## config.mk

```make
export PLATFORM = sky130hd
export DESIGN_NAME = lsdp_eval
export DESIGN_NICKNAME = d
export VERILOG_FILES = /design/src/design/lru_stack_distance_profiler_core_macros.svh /design/src/design/lsdp_pkg.sv /design/src/design/lsdp_eval.sv
export SDC_FILE = /design/constraint.sdc
export NUM_CORES = 1
export LEC_CHECK = 0
export BUFFER_PORTS_ARGS = -buffer_cell sky130_fd_sc_hd__buf_2
export CORE_AREA = 2 2 223 225
export DETAILED_ROUTE_END_ITERATION = 8
export DIE_AREA = 0 0 225 227
export SYNTH_ARGS = -nofsm -noshare
export SYNTH_HDL_FRONTEND = slang
export SYNTH_SLANG_ARGS = --single-unit
```

## constraint.sdc

```tcl
create_clock -name vclk -period 10.65
set_input_delay 0 -clock vclk [all_inputs]
set_output_delay 0 -clock vclk [all_outputs]
set_load 0.01 [all_outputs]
```

## src/design/lru_stack_distance_profiler_core_macros.svh

```systemverilog
// assertion macros for the stack distance profiler
`ifndef LRU_STACK_DISTANCE_PROFILER_CORE_MACROS_SVH
`define LRU_STACK_DISTANCE_PROFILER_CORE_MACROS_SVH
`ifndef SYNTHESIS
`define LSDP_ASSERT_SAME(lbl, ante, cons) \
    lbl: assert property (@(posedge clk) disable iff (!rst_n) (ante) |-> (cons)) \
        else $error("lsdp check failed");
`define LSDP_ASSERT_NEXT(lbl, ante, cons) \
    lbl: assert property (@(posedge clk) disable iff (!rst_n) (ante) |=> (cons)) \
        else $error("lsdp check failed");
`else
`define LSDP_ASSERT_SAME(lbl, ante, cons)
`define LSDP_ASSERT_NEXT(lbl, ante, cons)
`endif
`endif

```

## src/design/lsdp_pkg.sv

```systemverilog
// types and constants of the stack distance profiler
`default_nettype none
package lsdp_pkg;
    localparam int STACK_DEPTH = 8;
    localparam int CLASS_COUNT = 16;
    localparam int OWNER_COUNT = 16;
    localparam int RUN_COUNT   = 1024;
    localparam int ROW_COUNT   = OWNER_COUNT * CLASS_COUNT;
    localparam int ROW_W       = $clog2(ROW_COUNT);
    localparam int RUN_W       = $clog2(RUN_COUNT);
    localparam int POS_W       = $clog2(STACK_DEPTH + 1);

    localparam logic [1:0] OP_EMPTY    = 2'd0;
    localparam logic [1:0] OP_DECOMMIT = 2'd1;
    localparam logic [1:0] OP_ALLOC    = 2'd2;
    localparam logic [1:0] OP_INIT     = 2'd3;

    localparam logic [1:0] REASON_COLD = 2'd2;

    typedef struct packed {
        logic [1:0] opcode;
        logic [3:0] owner_slot;
        logic       owner_valid;
        logic [7:0] size_class;
        logic [9:0] run_id;
        logic [1:0] decommit_reason;
    } evt_t;

    typedef struct packed {
        logic        accepted;
        logic [3:0]  stack_distance;
        logic [2:0]  distance_bin;
        logic [3:0]  model_mask;
        logic [1:0]  reason_code;
        logic        ghost_reuse;
        logic [63:0] epoch_delta;
        logic [1:0]  epoch_bin;
    } res_t;

    typedef struct packed {
        logic       vld;
        logic [9:0] run;
    } stk_ent_t;

    typedef struct packed {
        stk_ent_t [STACK_DEPTH-1:0] ent;
        logic [63:0]                epoch;
    } stk_row_t;

    typedef struct packed {
        logic [3:0]  empty_dist;
        logic        ghost;
        logic [63:0] dc_epoch;
        logic [3:0]  dc_dist;
        logic [1:0]  dc_reason;
    } run_rec_t;

    typedef struct packed {
        logic     stk_we;
        stk_row_t stk_wdata;
        logic     run_we;
        run_rec_t run_wdata;
    } upd_t;

    localparam int STK_W = $bits(stk_row_t);
    localparam int RUN_REC_W = $bits(run_rec_t);
endpackage
`default_nettype wire

```

## src/design/lsdp_eval.sv

```systemverilog
// event evaluation: stack search, move to front, per-run record update
`default_nettype none
module lsdp_eval (
    input  lsdp_pkg::evt_t     evt,
    input  wire logic          row_vld,
    input  lsdp_pkg::stk_row_t stk_rd,
    input  lsdp_pkg::run_rec_t run_rd,
    output lsdp_pkg::res_t     res,
    output lsdp_pkg::upd_t     upd
);
    import lsdp_pkg::*;

    stk_row_t          cur;
    stk_row_t          moved;
    logic [POS_W-1:0]  pos;
    logic [POS_W-1:0]  lim;
    logic [POS_W:0]    dfull;
    logic [3:0]        dsat;
    logic [3:0]        dc_d;
    logic              ok;
    logic [63:0]       delta;
    run_rec_t          rec;

    function automatic logic [2:0] bin_of(input logic [3:0] d);
        if (d >= 4'd1 && d <= 4'd4)
        begin
            return 3'(d - 4'd1);
        end
        return 3'd4;
    endfunction

    function automatic logic [3:0] mask_of(input logic [3:0] d);
        logic [3:0] m;
        m = '0;
        for (int k = 0; k < 4; k++)
        begin
            m[k] = (d > 4'(k + 1));
        end
        return m;
    endfunction

    always_comb
    begin
        cur = row_vld ? stk_rd : '0;
        pos = POS_W'(STACK_DEPTH);
        for (int i = STACK_DEPTH - 1; i >= 0; i--)
        begin
            if (cur.ent[i].vld && cur.ent[i].run == evt.run_id)
            begin
                pos = POS_W'(i);
            end
        end
        lim = (pos < POS_W'(STACK_DEPTH)) ? pos : POS_W'(STACK_DEPTH - 1);
        moved = cur;
        moved.epoch = cur.epoch + 64'd1;
        for (int i = 1; i < STACK_DEPTH; i++)
        begin
            if (POS_W'(i) <= lim)
            begin
                moved.ent[i] = cur.ent[i-1];
            end
        end
        moved.ent[0].vld = 1'b1;
        moved.ent[0].run = evt.run_id;
        dfull = (POS_W+1)'(pos) + (POS_W+1)'(1);
        dsat = (dfull > (POS_W+1)'(15)) ? 4'd15 : 4'(dfull);
        dc_d = (run_rd.empty_dist != 4'd0) ? run_rd.empty_dist : dsat;
        delta = (cur.epoch >= run_rd.dc_epoch) ? cur.epoch - run_rd.dc_epoch : 64'd0;
        ok = evt.owner_valid && (int'(evt.owner_slot) < OWNER_COUNT)
            && (int'(evt.size_class) < CLASS_COUNT) && (int'(evt.run_id) < RUN_COUNT);

        res = '0;
        upd = '0;
        upd.stk_wdata = moved;
        rec = run_rd;
        unique case (evt.opcode)
            OP_INIT:
            begin
                res.accepted = (int'(evt.owner_slot) < OWNER_COUNT);
            end
            OP_EMPTY:
            begin
                if (ok)
                begin
                    res.accepted = 1'b1;
                    res.stack_distance = dsat;
                    res.distance_bin = bin_of(dsat);
                    rec.empty_dist = dsat;
                    rec.ghost = 1'b0;
                    upd.stk_we = 1'b1;
                    upd.run_we = 1'b1;
                end
            end
            OP_DECOMMIT:
            begin
                if (ok)
                begin
                    res.accepted = 1'b1;
                    res.stack_distance = dc_d;
                    res.distance_bin = bin_of(dc_d);
                    res.model_mask = mask_of(dc_d);
                    res.reason_code = (evt.decommit_reason > REASON_COLD)
                        ? REASON_COLD : evt.decommit_reason;
                    rec.dc_epoch = cur.epoch;
                    rec.dc_dist = dc_d;
                    rec.dc_reason = res.reason_code;
                    rec.ghost = 1'b1;
                    upd.run_we = 1'b1;
                end
            end
            OP_ALLOC:
            begin
                if (ok)
                begin
                    res.accepted = 1'b1;
                    if (run_rd.ghost)
                    begin
                        res.stack_distance = run_rd.dc_dist;
                        res.distance_bin = bin_of(run_rd.dc_dist);
                        res.model_mask = mask_of(run_rd.dc_dist);
                        res.reason_code = (run_rd.dc_reason > REASON_COLD)
                            ? REASON_COLD : run_rd.dc_reason;
                        res.ghost_reuse = 1'b1;
                        res.epoch_delta = delta;
                        res.epoch_bin = (delta <= 64'd1) ? 2'd0 :
                                        (delta <= 64'd3) ? 2'd1 :
                                        (delta <= 64'd7) ? 2'd2 : 2'd3;
                        rec.ghost = 1'b0;
                        upd.run_we = 1'b1;
                    end
                end
            end
            default:
            begin
                res = '0;
            end
        endcase
        upd.run_wdata = rec;
    end
endmodule
`default_nettype wire

```

==> metrics.csv <==
metric,value,unit
Post-DP HPWL,57400,microns
"Seq/Total Area, Yosys",0,%
pwr/cell area,43.5,mW/mm^2
Die X,225,microns
total number of vias,17200,
drt first pass iters,8,
P&R area growth vs syn,23.1,%
RSZ-0062 raised after global routing,no,
crit end category,output port,
total power,685,uW
synthesized area per cell,6.06,sq um
CP required,10650,ps
Tmin final,5560,ps
Layout clock buffers,0,
pre-CTS setup slack,5180,ps
final-report setup violation count,0,
layout cells sized above 1,24.1,%
GRT Resource Usage Total,24.4,%
fin worst setup slack,5090,ps
CTS Hold Bufs,0,
vias in the first global route,15600,
Post-Syn Nets,2442,
Seq. cell area,0,sq um
Setup CP Type,primary input to output port,
initial antenna violation count,6,
VDD IR max,23.1,uV
largest net degree at the start of global routing,213,
post-CTS sizing,0,
Routed WL,67400,microns
max-cap viol count,0,
critical-path maximum fanout,212,
Fin Hold WS,309,ps
IO Pins,565,
global route overflow,0,
max frequency,0.180,GHz
Mapped Area,0.0128,sq mm
Final Util,32.4,%
buffers added on ports,556,
crit path DAT,5560,ps
first-pass GRT wire length,96400,microns
Hold Crit Class,primary input to output port,
Rows,81,
status,"complete, no violations",
number of sequential cells,0,
Yosys cell types,98,
Detailed Route Iter0 Violations,1383,
initial core utilization,26.3,%
wire length per cell,21.3,microns
Lkg Pwr,7.88,nW
drt drc,0,
GPL Wtd Cong,0.987,
final hold violation count,0,
Antenna Nets Post-Route,0,
setup TNS,0,ps
Die Footprint,0.0511,sq mm
Pins Over Slew Limit,0,
core area,0.0485,sq mm
Setup Buffers After CTS,0,
Final Cycle Share,52.2,%
type of origin of the critical path,primary input,
Yosys warnings,0,
Slew Limit Headroom,28.4,%
DIE HEIGHT,227,microns
Tightest Pin Transition,1070,ps
synthesized instance count,2108,
fin nets,2872,
via/cell ratio,5.43,
-- layer usage --
layer	part of all wire, %	track usage (%)	wire length, microns	vias to the layer above
met2	49	43.8	32900	776
met3	7.2	2.83	4860	86
met5	0.040	0	27	-
met4	2.2	4.85	1510	4
met1	42	31.4	28000	8062
li1	-	-	-	8245
-- final timing paths --
kind / slack, ps / to / start / cells after the start
max: 5090 / res[1] / row_vld / 17
min: 310 / upd[36] / run_rd[36] / 4
-- synth_stat cells, types with 9 or more instances --
master | instances | area (sq um)
or2_2 | 12 | 75.1
a211oi_1 | 18 | 135
nor4_1 | 16 | 100
o21ai_0 | 166 | 831
nor2b_1 | 110 | 688
mux2i_1 | 79 | 791
nor3_1 | 48 | 240
xor2_1 | 58 | 508
nand2b_1 | 21 | 131
and2_1 | 41 | 257
ha_1 | 78 | 976
o22ai_1 | 16 | 100
a21boi_0 | 9 | 67.6
a21oi_1 | 128 | 641
nand3_1 | 60 | 300
and3_1 | 23 | 144
nand3b_1 | 17 | 128
o21a_1 | 12 | 90.1
nor2_1 | 187 | 702
nand4_1 | 64 | 400
nand2_1 | 297 | 1110
o211ai_1 | 14 | 105
a22oi_1 | 24 | 180
xnor2_1 | 108 | 946
clkbuf_1 | 77 | 289
a31oi_1 | 14 | 87.6
inv_1 | 161 | 604
buf_2 | 18 | 90.1
buf_4 | 27 | 203
buf_6 | 9 | 101
a21o_1 | 30 | 225
-- layout make-up --
cell class,instances,area [sq um]
antenna,2,5.00
fill,5630,32800
timing repair buffer,567,2880
multi-input combinational,1808,11500
tap,622,778
inverter,161,604
-- layout by cell type (no fill, tap or decap), types with 23 or more instances in the layout --
cell     instances
xnor2_1        108
nand2_1        295
nand3_1         60
a21oi_1        128
nor3_1          47
a22oi_1         24
and2_1          41
nand4_1         64
mux2i_1         79
nor2_1         187
ha_1            78
buf_2          555
a21o_1          30
and3_1          23
xor2_1          58
nor2b_1        110
o21ai_0        166
inv_1          161
-- cells by family after synthesis --
| kind of cell | share of synthesized area [%] |
|---|---|
| xor+xnor | 11.5 |
| mux | 6.39 |
| compound gates | 26.2 |
| simple gates | 37.6 |
| other cells | 0.0293 |
| fa+ha+maj | 7.79 |
| buf+inv | 10.4 |
-- report_power, final --
part,switching [mW],internal [mW],leakage (nW)
registers,0,0,0
logic,0.441,0.244,7.88
clock network,0,0.0000000251,0.0000127
-- metrics by stage --
step,cell area (sq um),std cells
3_5_place_dp,15700,3158
6_report,15700,3160
4_1_cts,15700,3158
5_1_grt,15700,3158
3_3_place_gp,15700,3158
2_1_floorplan,12800,2108
-- worst max-delay path, stage by stage --
cell and delay [ps]:
buf_6 320, buf_12 540, nand2_1 320, inv_1 130, ha_1 300, o211ai_1 230, a21oi_1 110, o21ai_0 560
a21boi_0 240, o211ai_1 550, nand2_1 180, o41ai_1 470, o211ai_1 190, or4b_1 560, nor4_2 320, a21oi_1 110
buf_2 180
No activity file was read; power rests on OpenSTA's default activity.
