<file path="src/design/lru_stack_distance_profiler_core_macros.svh">
// assertion macros for the stack distance profiler
`ifndef LRU_STACK_DISTANCE_PROFILER_CORE_MACROS_SVH
`define LRU_STACK_DISTANCE_PROFILER_CORE_MACROS_SVH
`ifndef SYNTHESIS
`define LSDP_ASSERT_SAME(lbl, ante, cons) \
    lbl: assert property (@(posedge clk) disable iff (!rst_n) (ante) |-> (cons)) \
        else $error("lsdp check failed");
`define LSDP_ASSERT_NEXT(lbl, ante, cons) \
    lbl: assert property (@(posedge clk) disable iff (!rst_n) (ante) |=> (cons)) \
        else $error("lsdp check failed");
`else
`define LSDP_ASSERT_SAME(lbl, ante, cons)
`define LSDP_ASSERT_NEXT(lbl, ante, cons)
`endif
`endif

</file>
<file path="src/design/lsdp_ram.sv">
// generic single-port-write ram with registered read
`default_nettype none
module lsdp_ram #(
    parameter int WIDTH = 8,
    parameter int DEPTH = 16
) (
    input  wire logic                     clk,
    input  wire logic                     we,
    input  wire logic [$clog2(DEPTH)-1:0] waddr,
    input  wire logic [WIDTH-1:0]         wdata,
    input  wire logic                     re,
    input  wire logic [$clog2(DEPTH)-1:0] raddr,
    output logic      [WIDTH-1:0]         rdata
);
    logic [WIDTH-1:0] mem [DEPTH];

    always_ff @(posedge clk)
    begin
        if (we)
        begin
            mem[waddr] <= wdata;
        end
        if (re)
        begin
            rdata <= mem[raddr];
        end
    end
endmodule
`default_nettype wire

</file>
<file path="config.mk">
export PLATFORM = sky130hd
export DESIGN_NAME = lsdp_ram
export DESIGN_NICKNAME = d
export VERILOG_FILES = /design/src/design/lru_stack_distance_profiler_core_macros.svh /design/src/design/lsdp_ram.sv
export SDC_FILE = /design/constraint.sdc
export NUM_CORES = 1
export LEC_CHECK = 0
export BUFFER_PORTS_ARGS = -buffer_cell sky130_fd_sc_hd__buf_4
export CORE_ASPECT_RATIO = 0.8
export CORE_MARGIN = 2
export CORE_UTILIZATION = 25
export CTS_CLUSTER_SIZE = 30
export DETAILED_ROUTE_END_ITERATION = 8
export PLACE_DENSITY = 0.36
export SYNTH_ARGS = -nofsm -noshare
export SYNTH_HDL_FRONTEND = slang
export SYNTH_SLANG_ARGS = --single-unit
</file>
<file path="constraint.sdc">
create_clock -name clk -period 2.7 [get_ports clk]
set_input_delay 0.27 -clock clk [delete_from_list [all_inputs] [get_ports clk]]
set_output_delay 0.27 -clock clk [all_outputs]
set_load 0.005 [all_outputs]
</file>
==> metrics.txt, run 1 <==
status=completed; GP Congestion=0.6749; CTS tree=yes; total wire length=12.13 mm; Post-DP Area=5843 um^2; total global-route track usage=0.1178; fmax=680.3 MHz; vias in the first global route=2623; Die Ht=133.3 um; Synth Cell Area=5228 um^2; Hold Buf Count CTS=0; I/O pins=27; CTS max path bufs=2; Final ANT Viol Nets=0; CP required=2.82 ns; fin cells=566; met1 usage=0.1689; vias per inst=4.293; clock transition at the registers of the reported paths=0.06 ns; vias=2430; Detailed Place HPWL=7.880 mm; Placed Cells=535; CP max FO=6; Final Core Density=0.3103; syn_nets=248; pwr/cell area=748.6 nW/um^2; WHS Path Cells=1; RSZ-0062 raised after global routing=false; Root Driver=clkbuf_16; Final TNS setup=0 ns; largest area contributor in the netlist=edfxtp_1; period utilization=0.5444; clock sink total=136; Area growth, synth to finish=22.19%; pin count of the biggest net entering global routing=33; Reg area=4084 um^2; Die ar.=22090 um^2; port buffer count=26; GRT overflow=0; met2 Use GR=0.1704; maximum vdd ir drop=0.0003528 V; Starting Density=0.2540; Cells after Synth=229; # resized after CTS=0; Yosys reg bits=136; Final Slew Violations=0; HP Class=input pin to flop; Max transition margin=0.4160; share of the synthesized area in the top cell type=0.7812; synthesized area per cell=22.83 um^2; Inserted Clock Buffers=17; fin nets=304; Max-cap violations=0; minimum clock period=1.470 ns; Register-to-Register Path Depth=3; top post-synthesis cells by area=edfxtp_1 (78%), mux4_2 (7.8%), mux4_1 (7.0%); DRT iter0 DRCs=137; number of H-tree branching levels=4; share of layout cells above drive strength 1=0.2997; critical path type=input pin to flop; grt peak-use layer=met2; # diodes=0; First-pass DRT Iterations=4; Setup Skew=0.006862 ns; Filler cells=1988; design area=6387 um^2; Synth cell types=18; worst-margin pin slew=0.8728 ns; WP data arrival=1.59 ns; initial antenna violation count=0; crit end category=flop; Setup Fix Bufs, Post-CTS=0; total power=4.782 mW; Wirelength per Cell=21.42 um; core area=20580 um^2; clk_lat worst skew=0.42 ns; multi-input logic area=1057 um^2; Setup-failing EPs final=0; Syn. warnings=0; first-pass GRT wire length=18.00 mm; static leakage=2.105 nW; DRC violations left=0; Worst setup SP type=input pin; post-synthesis sequential area ratio=0.7812; Rows=47; die width=165.7 um; Final Hold Fails=0; GR met3 Demand/Resource=0.03714
[cells by family (layout without fill, tap and decap cells)]
logic type / after synthesis / in the layout / synth area share
AO/OA/AOI/OAI: 16 / 16 / 0.02298
buffers and inverters: 10 / 78 / 0.01651
flip-flops: 136 / 136 / 0.7812
multiplexers: 32 / 32 / 0.1479
AND/OR/NAND/NOR: 35 / 35 / 0.03136
[cell usage after synthesis, drive strengths merged]
cell type / count
nand2b: 2
buf: 7
a22oi: 16
and2b: 1
edfxtp: 136
nand2: 9
nor2b: 1
nor3: 4
nand3b: 2
nor2: 13
nand3: 1
and2: 1
clkdlybuf4s25: 3
mux4: 32
or3b: 1
[final timing paths]
kind                            startpoint        end  slack [ns]
worst max register to register   mem[5][2]   rdata[2]        1.24
worst min-delay path                    re   rdata[2]        0.17
worst min register to register   mem[6][7]   rdata[7]        0.75
worst max-delay path              waddr[2]  mem[0][4]        1.23
[power breakdown]
group	switching (mW)	leakage [nW]	total [mW]	internal, mW
logic	0.133	0.611	0.238	0.106
clock network	0.816	0.257	2.15	1.33
registers	0.0134	1.24	2.39	2.38
[through the flow]
stage	hold WS, ns	setup WS, ns
detailed placement	0.6159	0.7752
floorplan	0.3689	0.9371
global placement	0.6025	0.7314
global route	0.1598	1.139
CTS	0.1736	1.203
finish	0.1682	1.230
[critical path, stage by stage]
cell and delay [ns]:
buf_4 0.12, or3b_2 0.52, nor3_1 0.39, buf_4 0.28
[area by class of cell]
cell class / count / share of cell area
clock inverter: 11 / 0.01685
multi-input combinational: 83 / 0.1655
tap: 269 / 0.05269
timing repair buffer: 47 / 0.05720
sequential: 136 / 0.6394
clock buffer: 20 / 0.06836
[cells in the final DEF (no fill, tap or decap), drive strengths merged]
cell | synthesis | layout
edfxtp | 136 | 136
buf | 7 | 47
mux4 | 32 | 32
clkbuf | 0 | 20
a22oi | 16 | 16
nor2 | 13 | 13
nand2 | 9 | 9
clkinv | 0 | 7
nor3 | 4 | 4
nand3b | 2 | 2
nand2b | 2 | 2
bufinv | 0 | 2
clkinvlp | 0 | 2
nor2b | 1 | 1
and2 | 1 | 1
and2b | 1 | 1
nand3 | 1 | 1
or3b | 1 | 1
[registers in the layout, summed over array words and instances (netlist names)]
| name | cells |
|---|---|
| mem | 128 |
| rdata | 8 |
[layer usage]
layer	wire length (um)	part of all wire
met5	0	0
met2	5337	0.44
met1	6171	0.51
met3	491	0.040
met4	125	0.010
Power figures use the tool's default switching activity.
==> run 2, diff against run 1 <==
--- a/config.mk
+++ b/config.mk
@@ -11,7 +11,7 @@
 export CORE_UTILIZATION = 25
 export CTS_CLUSTER_SIZE = 30
 export DETAILED_ROUTE_END_ITERATION = 8
-export PLACE_DENSITY = 0.36
+export PLACE_DENSITY = 0.38
 export SYNTH_ARGS = -nofsm -noshare
 export SYNTH_HDL_FRONTEND = slang
 export SYNTH_SLANG_ARGS = --single-unit
==> constraint.sdc (replaced) <==
create_clock -name clk -period 1.22 [get_ports clk]
set_input_delay 0.122 -clock clk [delete_from_list [all_inputs] [get_ports clk]]
set_output_delay 0.122 -clock clk [all_outputs]
set_load 0.005 [all_outputs]
==> run 2 against run 1 <==
Compared with the run above: the flow now finishes with violations (setup timing); non-clock buffer count increased by 11; combinational power increased to 2.7 times the previous value; count of clock-buffer cells in the layout decreased by 2; clock power increased by 150%; sequential power increased by 120%; sequential share of layout area decreased by 3.2 points; flip-flop and latch count unchanged; via count increased by 1.9%; utilization increased by 1.6 points; first-iteration DRC count decreased by 15%; critical path type is now flop to flop; largest cell class unchanged; highest routed layer unchanged.
==> metrics.txt, run 2 (same netlist as run 1, synthesis figures left out) <==
Int Pwr=8.971 mW (+130%); Worst Setup SP=mem[12][3]; vias in the first global route=2712 (+3.4%); Rows=47 (unchanged); dpl ws=-0.4349 ns (-1.210 ns); die width=165.7 um (unchanged); DRC violations left=0 (unchanged); Largest regs=mem x128, rdata x8; failing checks=setup timing; CP max FO=1 (-5); Final ANT Viol Nets=0 (unchanged); total global-route track usage=0.1143 (-0.003498); Max transition margin=0.2505 (-0.1654); Worst Slack Setup Final=-0.1812 ns (-1.411 ns); Worst setup SP type=flop; Clock power frac=0.471 (+0.021); Max-cap violations=0 (unchanged); pwr/cell area=1668 nW/um^2 (+120%); I/O pins=27 (unchanged); GRT overflow=0 (unchanged); fin nets=315 (+3.6%); Final Slew Violations=0 (unchanged); Hold Startpoint=wdata[7]; crit path cell chain=mux4_2, a22oi_2, nand2_1; Critical Path Max Stage Delay=0.49 ns (-0.03 ns); Root Driver=clkbuf_16; commonest cells after routing, fill and taps aside=edfxtp_1 (136), buf_4 (46), mux4_2 (32); crit path buf inv count=0 (-2); CP required=1.37 ns (-1.45 ns); pin count of the biggest net entering global routing=17 (-48%); First-pass DRT Iterations=5 (+1); worst hold slack=0.02214 ns (-0.1460 ns); Inserted Clock Buffers=17 (unchanged); HP Class=input pin to flop; Final TNS setup=-1.120 ns (-1.120 ns); WP data arrival=1.55 ns (-0.04 ns); clock sink total=136 (unchanged); most common cell after layout, fill and taps aside=edfxtp_1; Starting Density=0.2540 (unchanged); port buffer count=26 (unchanged); Crit Reg-Reg Startpoint=mem[12][3]; Setup Fix Bufs, Post-CTS=0 (unchanged); maximum vdd ir drop=0.001007 V (+190%); Die Ht=133.3 um (unchanged); CTS max path bufs=2 (unchanged); first-pass GRT wire length=17.78 mm (-1.2%); minimum clock period=1.401 ns; Top reg by flops=mem; sw power=2.237 mW (+130%); Setup-failing EPs final=8 (+8); CTS tree=yes; RSZ-0062 raised after global routing=true; share of layout cells above drive strength 1=0.4560 (+0.1564); Detailed Place HPWL=8.158 mm (+3.5%); vias=2476 (+1.9%); sw frac=0.1996 (-0.001564); Final Core Density=0.3266 (+0.01623); critical path's slowest cell=mux4_2; GP Congestion=0.6857 (+1.6%); Setup Skew=0.01322 ns (+0.006362 ns); period utilization=1.148; total wire length=11.81 mm (-2.6%); initial antenna violation count=1 (+1); Area growth, synth to finish=28.58%; clock transition at the registers of the reported paths=0.06 ns (about the same); Final Hold Fails=0 (unchanged); core area=20580 um^2 (unchanged); static leakage=2.180 nW (+3.6%); vias per inst=4.291 (about the same); worst-margin pin slew=1.120 ns (+0.2472 ns); crit end category=flop; Top delay family on crit path=multiplexers; Wirelength per Cell=20.47 um (-4.4%); number of H-tree branching levels=4 (unchanged); share of power burned in registers=0.473 (-0.028); status=finished, violations left; max reg flops=128 (unchanged); critical path type=flop to flop; Die ar.=22090 um^2 (unchanged); clk_lat worst skew=0.41 ns (about the same); Comb power frac=0.056 (+0.006); DRT iter0 DRCs=117 (-15%); fmax=713.7 MHz
run 2: changes by cell type in the layout (fill, tap and decap cells not counted), moves of 2 or more:
| cell | change |
|---|---|
| nor2_2 | +3 |
| clkinvlp_4 | +2 |
| bufinv_16 | +2 |
| clkbuf_1 | -2 |
| a22oi_2 | +13 |
| mux4_1 | -14 |
| a22oi_1 | -13 |
| buf_12 | +11 |
| nor3_1 | -4 |
| mux4_2 | +14 |
| nor3_2 | +3 |
| clkinv_1 | -5 |
| nor2_1 | -3 |
run 2: repair_timing:
action	in CTS	in global routing
pin swaps	6	4
setup endpoints to repair	8	8
resized for setup	11	3
hold buffers	0	0
run 2: worst paths after layout:
path | end | slack (ns) | cells past startpoint
worst min-delay path | mem[13][7] | 0.02 | 1
worst max-delay path | rdata[3] | -0.18 | 3
worst min register to register | rdata[6] | 0.75 | 3
worst max register to register | rdata[3] | -0.18 | 3
run 2: power by group through the flow:
| stage | Clock, mW | Combinational, mW | Sequential, mW |
|---|---|---|---|
| after global placement | 0 | 0.613 | 5.40 |
| after global routing | 5.61 | 0.688 | 5.31 |
| after floorplan | 0 | 0.294 | 5.38 |
| final | 5.28 | 0.631 | 5.30 |
| after detailed placement | 0 | 0.617 | 5.40 |
| after CTS | 5.45 | 0.641 | 5.30 |
run 2: metrics by stage:
| stage | instances | power [mW] | cell area [um^2] |
|---|---|---|---|
| CTS | 576 | 11.39 | 6704 |
| floorplan | 229 | 5.678 | 5249 |
| finish | 577 | 11.21 | 6721 |
| detailed placement | 546 | 6.016 | 6051 |
| global route | 576 | 11.60 | 6719 |
| global placement | 546 | 6.011 | 6051 |
run 2: area by class of cell:
type	instances	area [um^2]
Antenna cell	1	2.502
Fill cell	1976	13860
Sequential cell	136	4084
Multi-Input combinational cell	83	1106
Clock buffer	18	429.2
Timing Repair Buffer	58	585.6
Clock inverter	12	177.7
Tap cell	269	336.6
run 2: metal layers:
layer | wire, um | vias to the layer above | global-route usage
li1 | - | 1105 | -
met1 | 5986 | 1315 | 0.1644
met2 | 5215 | 44 | 0.1623
met3 | 466 | 12 | 0.03565
met4 | 143 | 0 | 0.04203
met5 | 0 | - | 0
